## src/rtl/core/cdr_pkg.sv

```systemverilog
// Shared constants and control types for the cepstral delta regression block.
// No dependencies; imported by the datapath, controller and top module.
package cdr_pkg;

  localparam int MAX_COEFFS = 32;
  localparam int COEF_WIDTH = 16;
  localparam int IDX_W      = $clog2(MAX_COEFFS);
  localparam int NUM_W      = 6;   // width of the num_coeffs register
  localparam int NUM_SLOTS  = 4;
  localparam int SLOT_W     = 2;
  localparam int FRAMES_W   = 4;

  localparam logic [FRAMES_W-1:0] DELTA_START  = FRAMES_W'(4);
  localparam logic [FRAMES_W-1:0] DDELTA_START = FRAMES_W'(8);
  localparam logic [FRAMES_W-1:0] FRAMES_SAT   = FRAMES_W'(9);
  localparam logic [NUM_W-1:0]    NUM_COEFFS_RST = NUM_W'(13);
  localparam logic [NUM_W-1:0]    MAX_COEFFS_N   = NUM_W'(MAX_COEFFS);

  // Configuration port
  localparam int CFG_IDX_W  = 1;
  localparam int CFG_DATA_W = NUM_W;
  localparam logic [CFG_IDX_W-1:0] CFG_NUM_COEFFS = 1'b0;
  localparam logic [CFG_IDX_W-1:0] CFG_MODE       = 1'b1;

  // Regression arithmetic: 1/sqrt(10) in unsigned Q0.24
  localparam int FRAC_W = 24;
  localparam logic [FRAC_W-1:0] INV_SQRT10_Q24 = FRAC_W'(5305422);
  localparam int N_W    = COEF_WIDTH + 3;      // signed 2*(a2-b2)+(a1-b1)
  localparam int MAG_W  = COEF_WIDTH + 2;      // its magnitude
  localparam int PROD_W = MAG_W + FRAC_W;

  // Stream payload widths
  localparam int IN_TDATA_W  = ((COEF_WIDTH + 7) / 8) * 8;
  localparam int OUT_FIELD_W = 3 * COEF_WIDTH + IDX_W;
  localparam int OUT_TDATA_W = ((OUT_FIELD_W + 7) / 8) * 8;

  typedef struct packed {
    logic              capture;  // latch the accepted item, start RAM reads
    logic [IDX_W-1:0]  idx;
    logic [SLOT_W-1:0] slot;
    logic              last;
    logic              mode;
    logic              c_we;     // write the new coefficient into the oldest slot
    logic              ld_n;     // load regression numerator
    logic              n_dd;     // numerator from deltas instead of cepstra
    logic              ld_prod;  // load scaled magnitude
    logic              ld_dnew;  // hold new delta
    logic              d_we;     // write the new delta into the oldest slot
    logic              ld_dd;    // hold delta-delta
    logic              ld_out;   // load the output register
  } cdr_cmd_t;

  typedef struct packed {
    logic out_busy;  // output register holds a result not yet taken
  } cdr_status_t;

endpackage

```

## src/rtl/core/cdr_ctrl.sv

```systemverilog
// Controller: configuration registers, frame counters and the sequencer that
// drives the datapath. Depends on cdr_pkg.
module cdr_ctrl (
  input  logic                             clk_i,
  input  logic                             rst_ni,
  input  logic                             cfg_we_i,
  input  logic [cdr_pkg::CFG_IDX_W-1:0]    cfg_index_i,
  input  logic [cdr_pkg::CFG_DATA_W-1:0]   cfg_wdata_i,
  input  logic                             in_valid_i,
  output logic                             in_ready_o,
  output cdr_pkg::cdr_cmd_t                cmd_o,
  input  cdr_pkg::cdr_status_t             status_i
);
  import cdr_pkg::*;

  typedef enum logic [2:0] {
    ST_IDLE,
    ST_READ,
    ST_MUL_D,
    ST_RND_D,
    ST_PRE_DD,
    ST_MUL_DD,
    ST_RND_DD,
    ST_EMIT
  } state_e;

  state_e               state_q, state_d;
  logic [NUM_W-1:0]     num_q;
  logic                 mode_q;
  logic [IDX_W-1:0]     cnt_q;
  logic [FRAMES_W-1:0]  frames_q;
  logic [SLOT_W-1:0]    slot_q;
  logic                 has_delta_q, do_dd_q, emit_q;

  logic [NUM_W-1:0]     eff_len;
  logic [IDX_W-1:0]     cur_idx;
  logic                 cur_last;
  logic                 accept;

  always_comb begin
    if (num_q == '0) begin
      eff_len = NUM_W'(1);
    end else if (num_q > MAX_COEFFS_N) begin
      eff_len = MAX_COEFFS_N;
    end else begin
      eff_len = num_q;
    end
  end

  assign cur_idx  = (NUM_W'(cnt_q) >= eff_len) ? '0 : cnt_q;
  assign cur_last = (NUM_W'(cur_idx) == (eff_len - NUM_W'(1)));
  assign in_ready_o = (state_q == ST_IDLE);
  assign accept     = in_valid_i && in_ready_o;

  always_comb begin
    cmd_o         = '0;
    cmd_o.idx     = cur_idx;
    cmd_o.slot    = slot_q;
    cmd_o.last    = cur_last;
    cmd_o.mode    = mode_q;
    state_d       = state_q;
    case (state_q)
      ST_IDLE: begin
        cmd_o.capture = accept;
        if (accept) begin
          state_d = ST_READ;
        end
      end
      ST_READ: begin
        cmd_o.c_we = 1'b1;
        cmd_o.ld_n = has_delta_q;
        state_d    = has_delta_q ? ST_MUL_D : ST_IDLE;
      end
      ST_MUL_D: begin
        cmd_o.ld_prod = 1'b1;
        state_d       = ST_RND_D;
      end
      ST_RND_D: begin
        cmd_o.ld_dnew = 1'b1;
        cmd_o.d_we    = 1'b1;
        if (do_dd_q) begin
          state_d = ST_PRE_DD;
        end else if (emit_q) begin
          state_d = ST_EMIT;
        end else begin
          state_d = ST_IDLE;
        end
      end
      ST_PRE_DD: begin
        cmd_o.ld_n = 1'b1;
        cmd_o.n_dd = 1'b1;
        state_d    = ST_MUL_DD;
      end
      ST_MUL_DD: begin
        cmd_o.ld_prod = 1'b1;
        state_d       = ST_RND_DD;
      end
      ST_RND_DD: begin
        cmd_o.ld_dd = 1'b1;
        state_d     = ST_EMIT;
      end
      ST_EMIT: begin
        // hold until the output register is free
        if (!status_i.out_busy) begin
          cmd_o.ld_out = 1'b1;
          state_d      = ST_IDLE;
        end
      end
      default: begin
        state_d = ST_IDLE;
      end
    endcase
  end

  always_ff @(posedge clk_i or negedge rst_ni) begin
    if (!rst_ni) begin
      state_q     <= ST_IDLE;
      num_q       <= NUM_COEFFS_RST;
      mode_q      <= 1'b0;
      cnt_q       <= '0;
      frames_q    <= '0;
      slot_q      <= '0;
      has_delta_q <= 1'b0;
      do_dd_q     <= 1'b0;
      emit_q      <= 1'b0;
    end else begin
      state_q <= state_d;
      if (cfg_we_i) begin
        case (cfg_index_i)
          CFG_NUM_COEFFS: num_q  <= cfg_wdata_i[NUM_W-1:0];
          CFG_MODE:       mode_q <= cfg_wdata_i[0];
          default: ;
        endcase
        // any write restarts the stream
        cnt_q    <= '0;
        frames_q <= '0;
        slot_q   <= '0;
      end else if (accept) begin
        has_delta_q <= (frames_q >= DELTA_START);
        do_dd_q     <= mode_q && (frames_q >= DDELTA_START);
        emit_q      <= (frames_q >= DELTA_START) && (!mode_q || (frames_q >= DDELTA_START));
        if (cur_last) begin
          cnt_q  <= '0;
          slot_q <= slot_q + SLOT_W'(1);
          if (frames_q < FRAMES_SAT) begin
            frames_q <= frames_q + FRAMES_W'(1);
          end
        end else begin
          cnt_q <= cur_idx + IDX_W'(1);
        end
      end
    end
  end

`ifndef SYNTHESIS
  a_one_item: assert property (@(posedge clk_i) disable iff (!rst_ni)
    accept |=> !in_ready_o)
    else $error("second transaction accepted while busy");

  a_frames_sat: assert property (@(posedge clk_i) disable iff (!rst_ni)
    frames_q <= FRAMES_SAT)
    else $error("frame count beyond saturation");

  a_no_overwrite: assert property (@(posedge clk_i) disable iff (!rst_ni)
    cmd_o.ld_out |-> !status_i.out_busy)
    else $error("output register overwritten before taken");

  a_dd_needs_delta: assert property (@(posedge clk_i) disable iff (!rst_ni)
    (state_q == ST_PRE_DD) |-> (has_delta_q && emit_q && $past(state_q) == ST_RND_D))
    else $error("delta-delta pass without a delta");
`endif

endmodule

```

## config.mk

```make
export PLATFORM = sky130hd
export DESIGN_NAME = cdr_ctrl
export DESIGN_NICKNAME = d
export VERILOG_FILES = /design/src/rtl/core/cdr_pkg.sv /design/src/rtl/core/cdr_ctrl.sv
export SDC_FILE = /design/constraint.sdc
export NUM_CORES = 1
export LEC_CHECK = 0
export BUFFER_PORTS_ARGS = -buffer_cell sky130_fd_sc_hd__buf_2
export CORE_UTILIZATION = 59
export CTS_CLUSTER_DIAMETER = 200
export DETAILED_ROUTE_END_ITERATION = 6
export PLACE_DENSITY = 0.86
export SLEW_MARGIN = 5
export SYNTH_ARGS = -nofsm -noshare
export SYNTH_HDL_FRONTEND = slang
export SYNTH_SLANG_ARGS = --single-unit
```

## constraint.sdc

```tcl
create_clock -name clk_i -period 5 [get_ports clk_i]
set_input_delay 0.75 -clock clk_i [delete_from_list [all_inputs] [get_ports clk_i]]
set_output_delay 0.75 -clock clk_i [all_outputs]
set_load 0.03 [all_outputs]
```

==> impl_metrics.env <==
export IMPL_start_util_pct=63.9
export IMPL_via_per_inst=6.13
export IMPL_r2r_end="frames_q[0]$_DFFE_PN0P_"
export IMPL_avgSynthCellArea_um2=8.89
export IMPL_grt_ovfl_total=0
export IMPL_r2r_start="num_q[3]$_DFFE_PN1P_"
export IMPL_setup_violations=0
export IMPL_critical_path_required_ps=4250
export IMPL_nNetsFinal=228
export IMPL_areaGrowthSynthToFinish_pct=9.69
export IMPL_critPathArrivalTime_ps=3130
export IMPL_antenna_found_initial=0
export IMPL_first_pass_iters=5
export IMPL_ctsRootBufferMaster="clkbuf_4"
export IMPL_fin_ws_ps=1120
export IMPL_p_leak_nw=0.866
export IMPL_cts_sinks=24
export IMPL_critPathSlowestCell="dfstp_2"
export IMPL_slowest_delay_ps=610
export IMPL_cts_inserted_buffers=3
export IMPL_timing_setup_tns_ps=0
export IMPL_fin_crit_sh_pct=77.6
export IMPL_hold_violations=0
export IMPL_port_buffers=30
export IMPL_antenna_cells=0
export IMPL_synth_edf_count=0
export IMPL_dp_slack_ps=1510
export IMPL_yosys_warnings=0
export IMPL_maxCapViolations=0
export IMPL_postRouteAntennaNets=0
export IMPL_clk_pin_slew_ps=130
export IMPL_wl_met3_um=194
export IMPL_async_flop_share_pct=100
export IMPL_r2r_slack_ps=1680
export IMPL_syn_inst=183
export IMPL_place_congestion=0.858
export IMPL_drt_met1_wl_um=1470
export IMPL_first_iter_violations=24
export IMPL_vias=1446
export IMPL_synth_seq_cells=24
export IMPL_path_class="register to output port"
export IMPL_grt_start_max_net_pins=25
export IMPL_cp_top_family="compound AO/OA/AOI/OAI gates"
export IMPL_die_y_um=54.5
export IMPL_period_minus_slack_ps=3880
export IMPL_critPathBufInv=2
export IMPL_drt_wirelength_per_cell_um=14.6
export IMPL_end_kind="output port"
export IMPL_critPathLaunchType="register"
export IMPL_crit_end="cmd_o[9]"
export IMPL_fmax_mhz=258
export IMPL_dp_hpwl_um=2710
export IMPL_die_area_um2=2970
export IMPL_power_density_nw_per_um2=374
export IMPL_fin_skew_ps=7.52
export IMPL_htree_levels=1
export IMPL_grt_total_usage_pct=27.2
export IMPL_rsz0062_at_grt="false"
export IMPL_drv_slew=0
export IMPL_fill_cells=193
export IMPL_peakVddDrop_uv=312
export IMPL_yosysSeqAreaShare_pct=37.2
export IMPL_cts_tree="done"
export IMPL_worstSkewPairLatency_ps=320
export IMPL_clock_path_buffers=2
export IMPL_die_w_um=54.5
export IMPL_layout_drive_gt1_share_pct=24.3
export IMPL_cp_cell_sequence="nor4_1, o21bai_1, inv_1, ha_1, nand2b_1, a21oi_1, o21a_4, a21oi_1, or3_4, nor2_1, buf_2"
export IMPL_worst_hold_path_type="primary input to asynchronous set/reset pin"
export IMPL_synthesis_area_um2=1630
export IMPL_dr_max_layer_used="met4"
export IMPL_synth_distinct_cells=45
export IMPL_tightest_slew_ps=505
export IMPL_core_um2=2540
export IMPL_hold_buffers=0
export IMPL_ios=31
export IMPL_r2r_cells=11
export IMPL_wl_met2_um=1740
export IMPL_critPathLaunch="num_q[3]$_DFFE_PN1P_"
export IMPL_worst_path_stages=11
export IMPL_drc=0
export IMPL_cpMostUsedCell="a21oi_1"
export IMPL_rows=18
export IMPL_crit_fanout=14
export IMPL_synthFlopType="dfrtp_1"
export IMPL_grt_first_pass_wirelength_um=5780
export IMPL_outcome="completed"
export IMPL_wirelength_um=3450
export IMPL_slew_headroom_pct=66.3
export IMPL_grt_pass1_vias=1324
export IMPL_syn_nets=204
export IMPL_cts_setup_buffers=0
export IMPL_cts_resized=0
[synthesized netlist by cell type, types with 2 or more instances]
cell,n,area share [%]
and3_1,5,1.9
a21oi_1,13,4.0
nor2_1,15,3.5
nand3_1,4,1.2
a31oi_1,2,0.77
dfrtp_1,21,32
xnor2_1,3,1.6
mux2_2,7,4.8
inv_1,11,2.5
buf_2,2,0.62
nor3b_1,2,0.92
a211oi_1,2,0.92
o2111ai_1,2,1.1
nor4_1,3,1.2
o31ai_1,2,0.92
buf_6,2,1.4
dfstp_2,3,4.8
and2_1,3,1.2
o21ai_0,5,1.5
mux2i_1,2,1.2
nand3b_1,2,0.92
nand2b_1,6,2.3
a22o_1,2,1.1
buf_4,3,1.4
nand2_1,20,4.6
o211ai_1,4,1.8
clkbuf_1,5,1.2
or3_4,2,1.4
nor3_1,5,1.5
or4_1,2,0.92
ha_1,9,6.9
[registers in the layout, indices dropped and copies added (netlist names)]
signal,flops
state_q,3
slot_q,2
do_dd_q,1
has_delta_q,1
frames_q,4
num_q,6
mode_q,1
cnt_q,5
emit_q,1
[layer usage]
metal	vias to the layer above	track usage, %
li1	697	-
met1	686	33.4
met2	54	47.4
met3	9	6.39
met4	0	7.26
met5	-	0
[where the power goes]
group	total, mW	internal (mW)	leakage [nW]	switching, mW
Sequential	0.267	0.220	0.312	0.0475
Clock	0.102	0.0446	0.0210	0.0579
Combinational	0.298	0.100	0.533	0.198
Total	0.668	0.365	0.866	0.303
[metrics by stage]
step | power, mW | hold WS (ps) | util, % | std cells | area (um^2)
floorplan | 0.501 | 454 | - | 183 | 1630
global placement | 0.547 | 488 | 68.7 | 232 | 1750
detailed placement | 0.567 | 503 | 68.7 | 232 | 1750
CTS | 0.669 | 388 | 70.1 | 236 | 1780
global route | 0.715 | 405 | 70.1 | 236 | 1780
finish | 0.668 | 372 | 70.1 | 236 | 1780
[cell families (layout without fill, tap and decap cells)]
kind of cell               after synthesis  in the layout  synth area share [%]
adders and majority gates                9              9                  6.92
and+or+nand+nor                         73             73                  23.5
buffers and inverters                   23             46                  7.08
xor gates and xnor gates                 3              3                  1.62
AOI/OAI and AO/OA                       41             41                  17.0
DFF                                     24             24                  37.2
muxes                                   10             10                  6.77
[worst min-delay path by stage]
| stage | start | endpoint | slack [ps] | cells past startpoint |
|---|---|---|---|---|
| after floorplan | rst_ni | cnt_q[0]$_DFFE_PN0P_ | 450 | 0 |
| after global placement | do_dd_q$_DFFE_PN0P_ | do_dd_q$_DFFE_PN0P_ | 490 | 2 |
| after detailed placement | emit_q$_DFFE_PN0P_ | emit_q$_DFFE_PN0P_ | 500 | 2 |
| after CTS | rst_ni | state_q[0]$_DFFE_PN0P_ | 390 | 1 |
| after global routing | rst_ni | state_q[0]$_DFFE_PN0P_ | 410 | 1 |
| final | rst_ni | state_q[0]$_DFFE_PN0P_ | 370 | 1 |
[area by class of cell]
type                       count  area, um^2  share of cell area (%)
multi-input combinational    136         907                    50.8
tap                           30        37.5                    2.10
inverter                      11        41.3                    2.31
sequential                    24         604                    33.9
timing repair buffer          31         158                    8.84
clock buffer                   4        36.3                    2.03
[layout by cell type (no fill, tap or decap), types with 3 or more instances in the layout]
cell      instances
buf_2            30
nand3_1           4
xnor2_1           3
o211ai_1          4
o21ai_0           5
a21oi_1          13
nor2_1           15
dfrtp_1          21
and3_1            5
inv_1            11
nor3_1            5
nand2_1          20
mux2_2            7
dfstp_2           3
clkbuf_4          3
and2_1            3
ha_1              9
nand2b_1          6
nor4_1            3
No activity file was read; power rests on OpenSTA's default activity.
