### src/rtl/core/cdr_pkg.sv
// Shared constants and control types for the cepstral delta regression block.
// No dependencies; imported by the datapath, controller and top module.
package cdr_pkg;

  localparam int MAX_COEFFS = 32;
  localparam int COEF_WIDTH = 16;
  localparam int IDX_W      = $clog2(MAX_COEFFS);
  localparam int NUM_W      = 6;   // width of the num_coeffs register
  localparam int NUM_SLOTS  = 4;
  localparam int SLOT_W     = 2;
  localparam int FRAMES_W   = 4;

  localparam logic [FRAMES_W-1:0] DELTA_START  = FRAMES_W'(4);
  localparam logic [FRAMES_W-1:0] DDELTA_START = FRAMES_W'(8);
  localparam logic [FRAMES_W-1:0] FRAMES_SAT   = FRAMES_W'(9);
  localparam logic [NUM_W-1:0]    NUM_COEFFS_RST = NUM_W'(13);
  localparam logic [NUM_W-1:0]    MAX_COEFFS_N   = NUM_W'(MAX_COEFFS);

  // Configuration port
  localparam int CFG_IDX_W  = 1;
  localparam int CFG_DATA_W = NUM_W;
  localparam logic [CFG_IDX_W-1:0] CFG_NUM_COEFFS = 1'b0;
  localparam logic [CFG_IDX_W-1:0] CFG_MODE       = 1'b1;

  // Regression arithmetic: 1/sqrt(10) in unsigned Q0.24
  localparam int FRAC_W = 24;
  localparam logic [FRAC_W-1:0] INV_SQRT10_Q24 = FRAC_W'(5305422);
  localparam int N_W    = COEF_WIDTH + 3;      // signed 2*(a2-b2)+(a1-b1)
  localparam int MAG_W  = COEF_WIDTH + 2;      // its magnitude
  localparam int PROD_W = MAG_W + FRAC_W;

  // Stream payload widths
  localparam int IN_TDATA_W  = ((COEF_WIDTH + 7) / 8) * 8;
  localparam int OUT_FIELD_W = 3 * COEF_WIDTH + IDX_W;
  localparam int OUT_TDATA_W = ((OUT_FIELD_W + 7) / 8) * 8;

  typedef struct packed {
    logic              capture;  // latch the accepted item, start RAM reads
    logic [IDX_W-1:0]  idx;
    logic [SLOT_W-1:0] slot;
    logic              last;
    logic              mode;
    logic              c_we;     // write the new coefficient into the oldest slot
    logic              ld_n;     // load regression numerator
    logic              n_dd;     // numerator from deltas instead of cepstra
    logic              ld_prod;  // load scaled magnitude
    logic              ld_dnew;  // hold new delta
    logic              d_we;     // write the new delta into the oldest slot
    logic              ld_dd;    // hold delta-delta
    logic              ld_out;   // load the output register
  } cdr_cmd_t;

  typedef struct packed {
    logic out_busy;  // output register holds a result not yet taken
  } cdr_status_t;

endpackage

### src/rtl/core/cdr_ram.sv
// Generic single-port-write, single-port-read RAM with registered read data.
// No dependencies.
module cdr_ram #(
  parameter int WIDTH = 16,
  parameter int DEPTH = 32
) (
  input  logic                     clk_i,
  input  logic                     we_i,
  input  logic [$clog2(DEPTH)-1:0] waddr_i,
  input  logic [WIDTH-1:0]         wdata_i,
  input  logic                     re_i,
  input  logic [$clog2(DEPTH)-1:0] raddr_i,
  output logic [WIDTH-1:0]         rdata_o
);

  logic [WIDTH-1:0] mem_q [DEPTH];
  logic [WIDTH-1:0] rdata_q;

  always_ff @(posedge clk_i) begin
    if (we_i) begin
      mem_q[waddr_i] <= wdata_i;
    end
    if (re_i) begin
      rdata_q <= mem_q[raddr_i];
    end
  end

  assign rdata_o = rdata_q;

endmodule

### src/rtl/core/cdr_datapath.sv
// Datapath: frame stores (one RAM bank per slot), shared regression unit and
// output register. Depends on cdr_pkg and cdr_ram.
module cdr_datapath (
  input  logic                                clk_i,
  input  logic                                rst_ni,
  input  cdr_pkg::cdr_cmd_t                   cmd_i,
  output cdr_pkg::cdr_status_t                status_o,
  input  logic signed [cdr_pkg::COEF_WIDTH-1:0] coef_value_i,
  output logic signed [cdr_pkg::COEF_WIDTH-1:0] cepstrum_o,
  output logic signed [cdr_pkg::COEF_WIDTH-1:0] delta_o,
  output logic signed [cdr_pkg::COEF_WIDTH-1:0] delta_delta_o,
  output logic [cdr_pkg::IDX_W-1:0]           coef_index_o,
  output logic                                last_of_frame_o,
  output logic                                out_valid_o,
  input  logic                                out_ready_i
);
  import cdr_pkg::*;

  localparam int R_W = N_W + 1;

  logic signed [COEF_WIDTH-1:0] x_q;
  logic [IDX_W-1:0]             idx_q;
  logic [SLOT_W-1:0]            slot_q;
  logic                         last_q;
  logic                         mode_q;

  logic [COEF_WIDTH-1:0]        c_rd [NUM_SLOTS];
  logic [COEF_WIDTH-1:0]        d_rd [NUM_SLOTS];
  logic signed [COEF_WIDTH-1:0] cs [NUM_SLOTS];
  logic signed [COEF_WIDTH-1:0] ds [NUM_SLOTS];

  logic signed [N_W-1:0]        n_d, n_q;
  logic signed [N_W-1:0]        diff1, diff2;
  logic signed [COEF_WIDTH-1:0] op_a2, op_a1, op_b1, op_b2;
  logic [MAG_W-1:0]             mag;
  logic [PROD_W-1:0]            prod_q;
  logic                         neg_q;
  logic [PROD_W:0]              rsum;
  logic [N_W-1:0]               qmag;
  logic signed [R_W-1:0]        rval;
  logic signed [COEF_WIDTH-1:0] rsat;
  logic                         fits;

  logic signed [COEF_WIDTH-1:0] dnew_q, dd_q;
  logic signed [COEF_WIDTH-1:0] cep_out_q, delta_out_q, dd_out_q;
  logic [IDX_W-1:0]             idx_out_q;
  logic                         last_out_q;
  logic                         out_valid_q;

  // Item latch
  always_ff @(posedge clk_i) begin
    if (cmd_i.capture) begin
      x_q    <= coef_value_i;
      idx_q  <= cmd_i.idx;
      slot_q <= cmd_i.slot;
      last_q <= cmd_i.last;
      mode_q <= cmd_i.mode;
    end
  end

  // One bank per ring slot; all four banks are read at the coefficient index
  for (genvar b = 0; b < NUM_SLOTS; b++) begin : g_bank
    cdr_ram #(
      .WIDTH (COEF_WIDTH),
      .DEPTH (MAX_COEFFS)
    ) u_cep_ram (
      .clk_i   (clk_i),
      .we_i    (cmd_i.c_we && (slot_q == SLOT_W'(b))),
      .waddr_i (idx_q),
      .wdata_i (x_q),
      .re_i    (cmd_i.capture),
      .raddr_i (cmd_i.idx),
      .rdata_o (c_rd[b])
    );

    cdr_ram #(
      .WIDTH (COEF_WIDTH),
      .DEPTH (MAX_COEFFS)
    ) u_dlt_ram (
      .clk_i   (clk_i),
      .we_i    (cmd_i.d_we && (slot_q == SLOT_W'(b))),
      .waddr_i (idx_q),
      .wdata_i (rsat),
      .re_i    (cmd_i.capture),
      .raddr_i (cmd_i.idx),
      .rdata_o (d_rd[b])
    );

    // Rotate so that entry 0 is the oldest frame
    assign cs[b] = c_rd[SLOT_W'(slot_q + SLOT_W'(b))];
    assign ds[b] = d_rd[SLOT_W'(slot_q + SLOT_W'(b))];
  end

  // Numerator 2*(a2-b2) + (a1-b1)
  always_comb begin
    op_a2 = cmd_i.n_dd ? dnew_q : x_q;
    op_a1 = cmd_i.n_dd ? ds[3]  : cs[3];
    op_b1 = cmd_i.n_dd ? ds[1]  : cs[1];
    op_b2 = cmd_i.n_dd ? ds[0]  : cs[0];
    diff2 = N_W'(op_a2) - N_W'(op_b2);
    diff1 = N_W'(op_a1) - N_W'(op_b1);
    n_d   = (diff2 <<< 1) + diff1;
  end

  assign mag = n_q[N_W-1] ? MAG_W'(-n_q) : MAG_W'(n_q);

  always_ff @(posedge clk_i) begin
    if (cmd_i.ld_n) begin
      n_q <= n_d;
    end
    if (cmd_i.ld_prod) begin
      prod_q <= PROD_W'(mag) * PROD_W'(INV_SQRT10_Q24);
      neg_q  <= n_q[N_W-1];
    end
  end

  // Round half away from zero, restore sign, saturate
  always_comb begin
    rsum = (PROD_W + 1)'(prod_q) + ((PROD_W + 1)'(1) << (FRAC_W - 1));
    qmag = rsum[PROD_W:FRAC_W];
    rval = neg_q ? -R_W'(qmag) : R_W'(qmag);
    fits = (rval[R_W-1:COEF_WIDTH-1] == '0) || (rval[R_W-1:COEF_WIDTH-1] == '1);
    if (fits) begin
      rsat = rval[COEF_WIDTH-1:0];
    end else if (rval[R_W-1]) begin
      rsat = {1'b1, {(COEF_WIDTH-1){1'b0}}};
    end else begin
      rsat = {1'b0, {(COEF_WIDTH-1){1'b1}}};
    end
  end

  always_ff @(posedge clk_i) begin
    if (cmd_i.ld_dnew) begin
      dnew_q <= rsat;
    end
    if (cmd_i.ld_dd) begin
      dd_q <= rsat;
    end
  end

  // Output register; mode 1 aligns everything four frames back
  always_ff @(posedge clk_i) begin
    if (cmd_i.ld_out) begin
      cep_out_q   <= mode_q ? cs[0] : cs[2];
      delta_out_q <= mode_q ? ds[2] : dnew_q;
      dd_out_q    <= mode_q ? dd_q  : '0;
      idx_out_q   <= idx_q;
      last_out_q  <= last_q;
    end
  end

  always_ff @(posedge clk_i or negedge rst_ni) begin
    if (!rst_ni) begin
      out_valid_q <= 1'b0;
    end else if (cmd_i.ld_out) begin
      out_valid_q <= 1'b1;
    end else if (out_ready_i) begin
      out_valid_q <= 1'b0;
    end
  end

  assign status_o.out_busy = out_valid_q && !out_ready_i;

  assign cepstrum_o      = cep_out_q;
  assign delta_o         = delta_out_q;
  assign delta_delta_o   = dd_out_q;
  assign coef_index_o    = idx_out_q;
  assign last_of_frame_o = last_out_q;
  assign out_valid_o     = out_valid_q;

endmodule

### config.mk
export PLATFORM = sky130hd
export DESIGN_NAME = cdr_datapath
export DESIGN_NICKNAME = d
export VERILOG_FILES = /design/src/rtl/core/cdr_pkg.sv /design/src/rtl/core/cdr_ram.sv /design/src/rtl/core/cdr_datapath.sv
export SDC_FILE = /design/constraint.sdc
export NUM_CORES = 2
export LEC_CHECK = 0
export BUFFER_PORTS_ARGS = -buffer_cell sky130_fd_sc_hd__buf_2
export CAP_MARGIN = 0
export CORE_MARGIN = 2
export CORE_UTILIZATION = 41
export CTS_CLUSTER_DIAMETER = 30
export DETAILED_ROUTE_END_ITERATION = 8
export GPL_TIMING_DRIVEN = 0
export RECOVER_POWER = 25
export SYNTH_ARGS = -nofsm -noshare
export SYNTH_HDL_FRONTEND = slang
export SYNTH_HIERARCHICAL = 1
export SYNTH_SLANG_ARGS = --single-unit
### constraint.sdc
create_clock -name clk_i -period 12.7 [get_ports clk_i]
set_clock_uncertainty 0.15 [all_clocks]
set_input_delay 3.175 -clock clk_i [delete_from_list [all_inputs] [get_ports clk_i]]
set_output_delay 3.175 -clock clk_i [all_outputs]
set_load 0.05 [all_outputs]
==> reports/summary.txt <==
number of global-route vias before repair -> 103917
CP dominant cell by count -> fa_1
critical path capture point type -> flip-flop
Max Fclk -> 111 MHz
Ys Warns -> 6
critical path class -> reg -> reg
final WL -> 503 mm
pin count of the biggest net entering global routing -> 97
Initial DRC Count -> 11404
most used flip-flop cell after synthesis -> edfxtp_1
worst reg-to-reg setup slack -> 3.67 ns
RePlAce Congestion -> 0.932
Mapped Nets -> 11165
Top Layer Used -> met5
cts hold-fix bufs -> 0
Seq/Total Area, Yosys -> 0.714
die width -> 674 um
first-pass GRT wire length -> 716 mm
ANT nets after route -> 0
critical-path cell list -> or4_1, nor3b_1, nand2_1, o31a_1, xor2_1, ha_1, or2_2, fa_1, inv_1, fa_1, fa_1, fa_1, inv_1, fa_1, ha_1, and3_1, a2111oi_0, or3_1, a211oi_1, o31ai_1, a2111oi_0, nor2_1, xnor2_1
area delta synth->final -> 21.8%
library cells used by synthesis -> 84
Fin. Hold Viols -> 0
number of enable flip-flop cells after synthesis -> 4373
layout cells sized above 1 -> 0.194
Initial Util -> 0.412
register clock-pin slew on the reported worst setup and hold paths -> 0.05 ns
Yosys reg bits -> 4374
Core Rows -> 245
drt wl/cell -> 27.0 um
crit path launch type -> flip-flop
worst-margin pin slew -> 4.26 ns
cell count of the worst reg-to-reg path -> 23
clk root buf -> clkbuf_16
FF-to-FF End -> prod_q[37]
Slew Limit Fails -> 195
routed wl met2 -> 237 mm
asr flop ratio synth -> 0.000229
minimum clock period -> 9.03 ns
total track usage -> 0.215
Met1 Routed Length -> 206 mm
worst-path fanout max -> 9
Die ar. -> 454000 um^2
HP Class -> reg -> reg
drt first pass iters -> 6
Critical Path AT -> 9.64 ns
Hold Path End -> last_of_frame_o
IO Pins -> 93
grt ovf -> 0
initial antenna violation count -> 33
hold-critical path depth -> 0
Worst Path Required -> 13.31 ns
DRC -> 0
Gate Count Post-Synth -> 10785
Avg Synthesized Cell Area -> 17.0 um^2
post-route clock period utilization -> 0.711
commonest non-fill, non-tap cell in the layout -> edfxtp_1
input/output buffers -> 91
Post-CTS Setup Inserts -> 0
core area -> 446000 um^2
outcome -> finished with violations
TritonCTS Sinks -> 4374
fin nets -> 12308
via count of the routed design -> 103933
final setup fails -> 0
vias per cell -> 5.59
min-delay src -> last_q
most frequent cells in the layout -> edfxtp_1, mux2i_1, clkbuf_16
met3 wire length -> 41.1 mm
mapped cell area -> 184000 um^2
dpl hpwl -> 350 mm
worst r2r src -> n_q[0]
failing checks -> capacitance limit, slew limit
Slew HR -> -1.84
CTS tree -> yes
worst-skew pair later-pin latency -> 1.08 ns
clk buf depth -> 4
crit-path max cell delay -> 0.75 ns
RSZ-0062 raised after global routing -> false
H-tree Lvls -> 6
number of buffers created by CTS -> 808
max cap viols -> 6
PostCTS Resize Cnt -> 0
Critical-path top delay cell -> xor2_1
height of the chip -> 674 um
Layout Utilization -> 0.502
## kinds of logic (layout without fill, tap and decap cells)
logic type / Yosys count / after routing / synth area share
AO/OA/AOI/OAI: 1387 / 1387 / 0.0528
XOR/XNOR: 86 / 86 / 0.00410
adder cells (fa/ha/maj): 343 / 343 / 0.0285
buffers and inverters: 851 / 2707 / 0.0302
flip-flops: 4374 / 4374 / 0.714
multiplexers: 2261 / 2261 / 0.130
other: 0 / 39 / 0
AND/OR/NAND/NOR: 1483 / 1483 / 0.0397
## cells in the mapped netlist, drive strengths merged (18+ instances only)
library cell  instances  share of area
mux2i              2098           0.11
or3b                 24         0.0011
nor2b                23        0.00078
ha                  216          0.015
nand4               140         0.0048
nand3b               40         0.0016
mux4                 98          0.012
a31oi               137         0.0047
nor2                322         0.0069
mux2                 65         0.0040
nand2b               21        0.00071
a21oi               313         0.0085
fa                  127          0.014
nor3                154         0.0043
and2                 37         0.0013
nand2               348         0.0071
inv                 255         0.0052
a22o                256          0.012
xor2                 23         0.0011
clkbuf              124         0.0025
o21ai                65         0.0019
edfxtp             4373           0.71
xnor2                63         0.0030
buf                 471          0.022
a22oi               514          0.021
nand3               303         0.0084
or3                  18        0.00061
## worst max path at each step
stage,start,endpoint,slack (ns),cells after the start
after floorplan,prod_q[23],dd_q[1],3.59,9
after global placement,prod_q[23],g_bank[2].u_dlt_ram/mem_q[24][1],-7.08,11
after detailed placement,cmd_i[5],n_q[18],3.24,19
after CTS,n_q[0],prod_q[37],3.67,23
after global routing,n_q[0],prod_q[40],3.23,23
final,n_q[0],prod_q[37],3.67,23
## registers in the layout, indices dropped and copies added (netlist names)
name	count
x_q	16
delta_delta_o	16
prod_q	18
dd_q	16
idx_q	5
cepstrum_o	16
mode_q	1
last_of_frame_o	1
neg_q	1
slot_q	2
out_valid_o	1
g_bank.u_dlt_ram/rdata_o	64
n_q	19
dnew_q	16
last_q	1
g_bank.u_cep_ram/rdata_o	64
delta_o	16
g_bank.u_cep_ram/mem_q	2048
g_bank.u_dlt_ram/mem_q	2048
coef_index_o	5
## area by class of cell
| class | count | area (um^2) |
|---|---|---|
| multi-input combinational | 5560 | 47600 |
| sequential | 4374 | 131000 |
| tap | 5928 | 7420 |
| buffer | 595 | 4590 |
| clock inverter | 638 | 7960 |
| inverter | 256 | 966 |
| timing repair buffer | 333 | 3370 |
| antenna | 39 | 97.6 |
| fill | 36023 | 222000 |
| clock buffer | 885 | 20600 |
## layer usage
metal  track usage  vias to the layer above
met5             0                        -
met4        0.0820                        6
met3        0.0359                      820
met2         0.346                     4622
met1         0.293                    53241
li1              -                    45244
## metrics by stage
stage | setup slack (ns) | instances | cell area [um^2] | hold slack [ns] | TNS, ns
2_1_floorplan | 3.59 | 10785 | 184000 | 0.250 | 0
3_3_place_gp | -7.08 | 16804 | 192000 | 0.253 | -3912.35
3_5_place_dp | 3.24 | 17038 | 197000 | 0.269 | 0
4_1_cts | 3.67 | 18561 | 226000 | 0.280 | 0
5_1_grt | 3.23 | 18605 | 224000 | 0.285 | 0
6_report | 3.67 | 18608 | 224000 | 0.277 | 0
## worst max-delay path, delay by kind of cell (launching register included)
family / cells / cell delay (ns)
AO/OA/AOI/OAI: 5 / 1.67
XOR/XNOR: 2 / 0.90
adder cells (fa/ha/maj): 7 / 3.12
buffers and inverters: 2 / 0.17
flip-flops: 1 / 0.64
AND/OR/NAND/NOR: 7 / 2.13
Power is not shown: default switching activity piles up to over one toggle a cycle in this logic, so the estimate is an artifact.
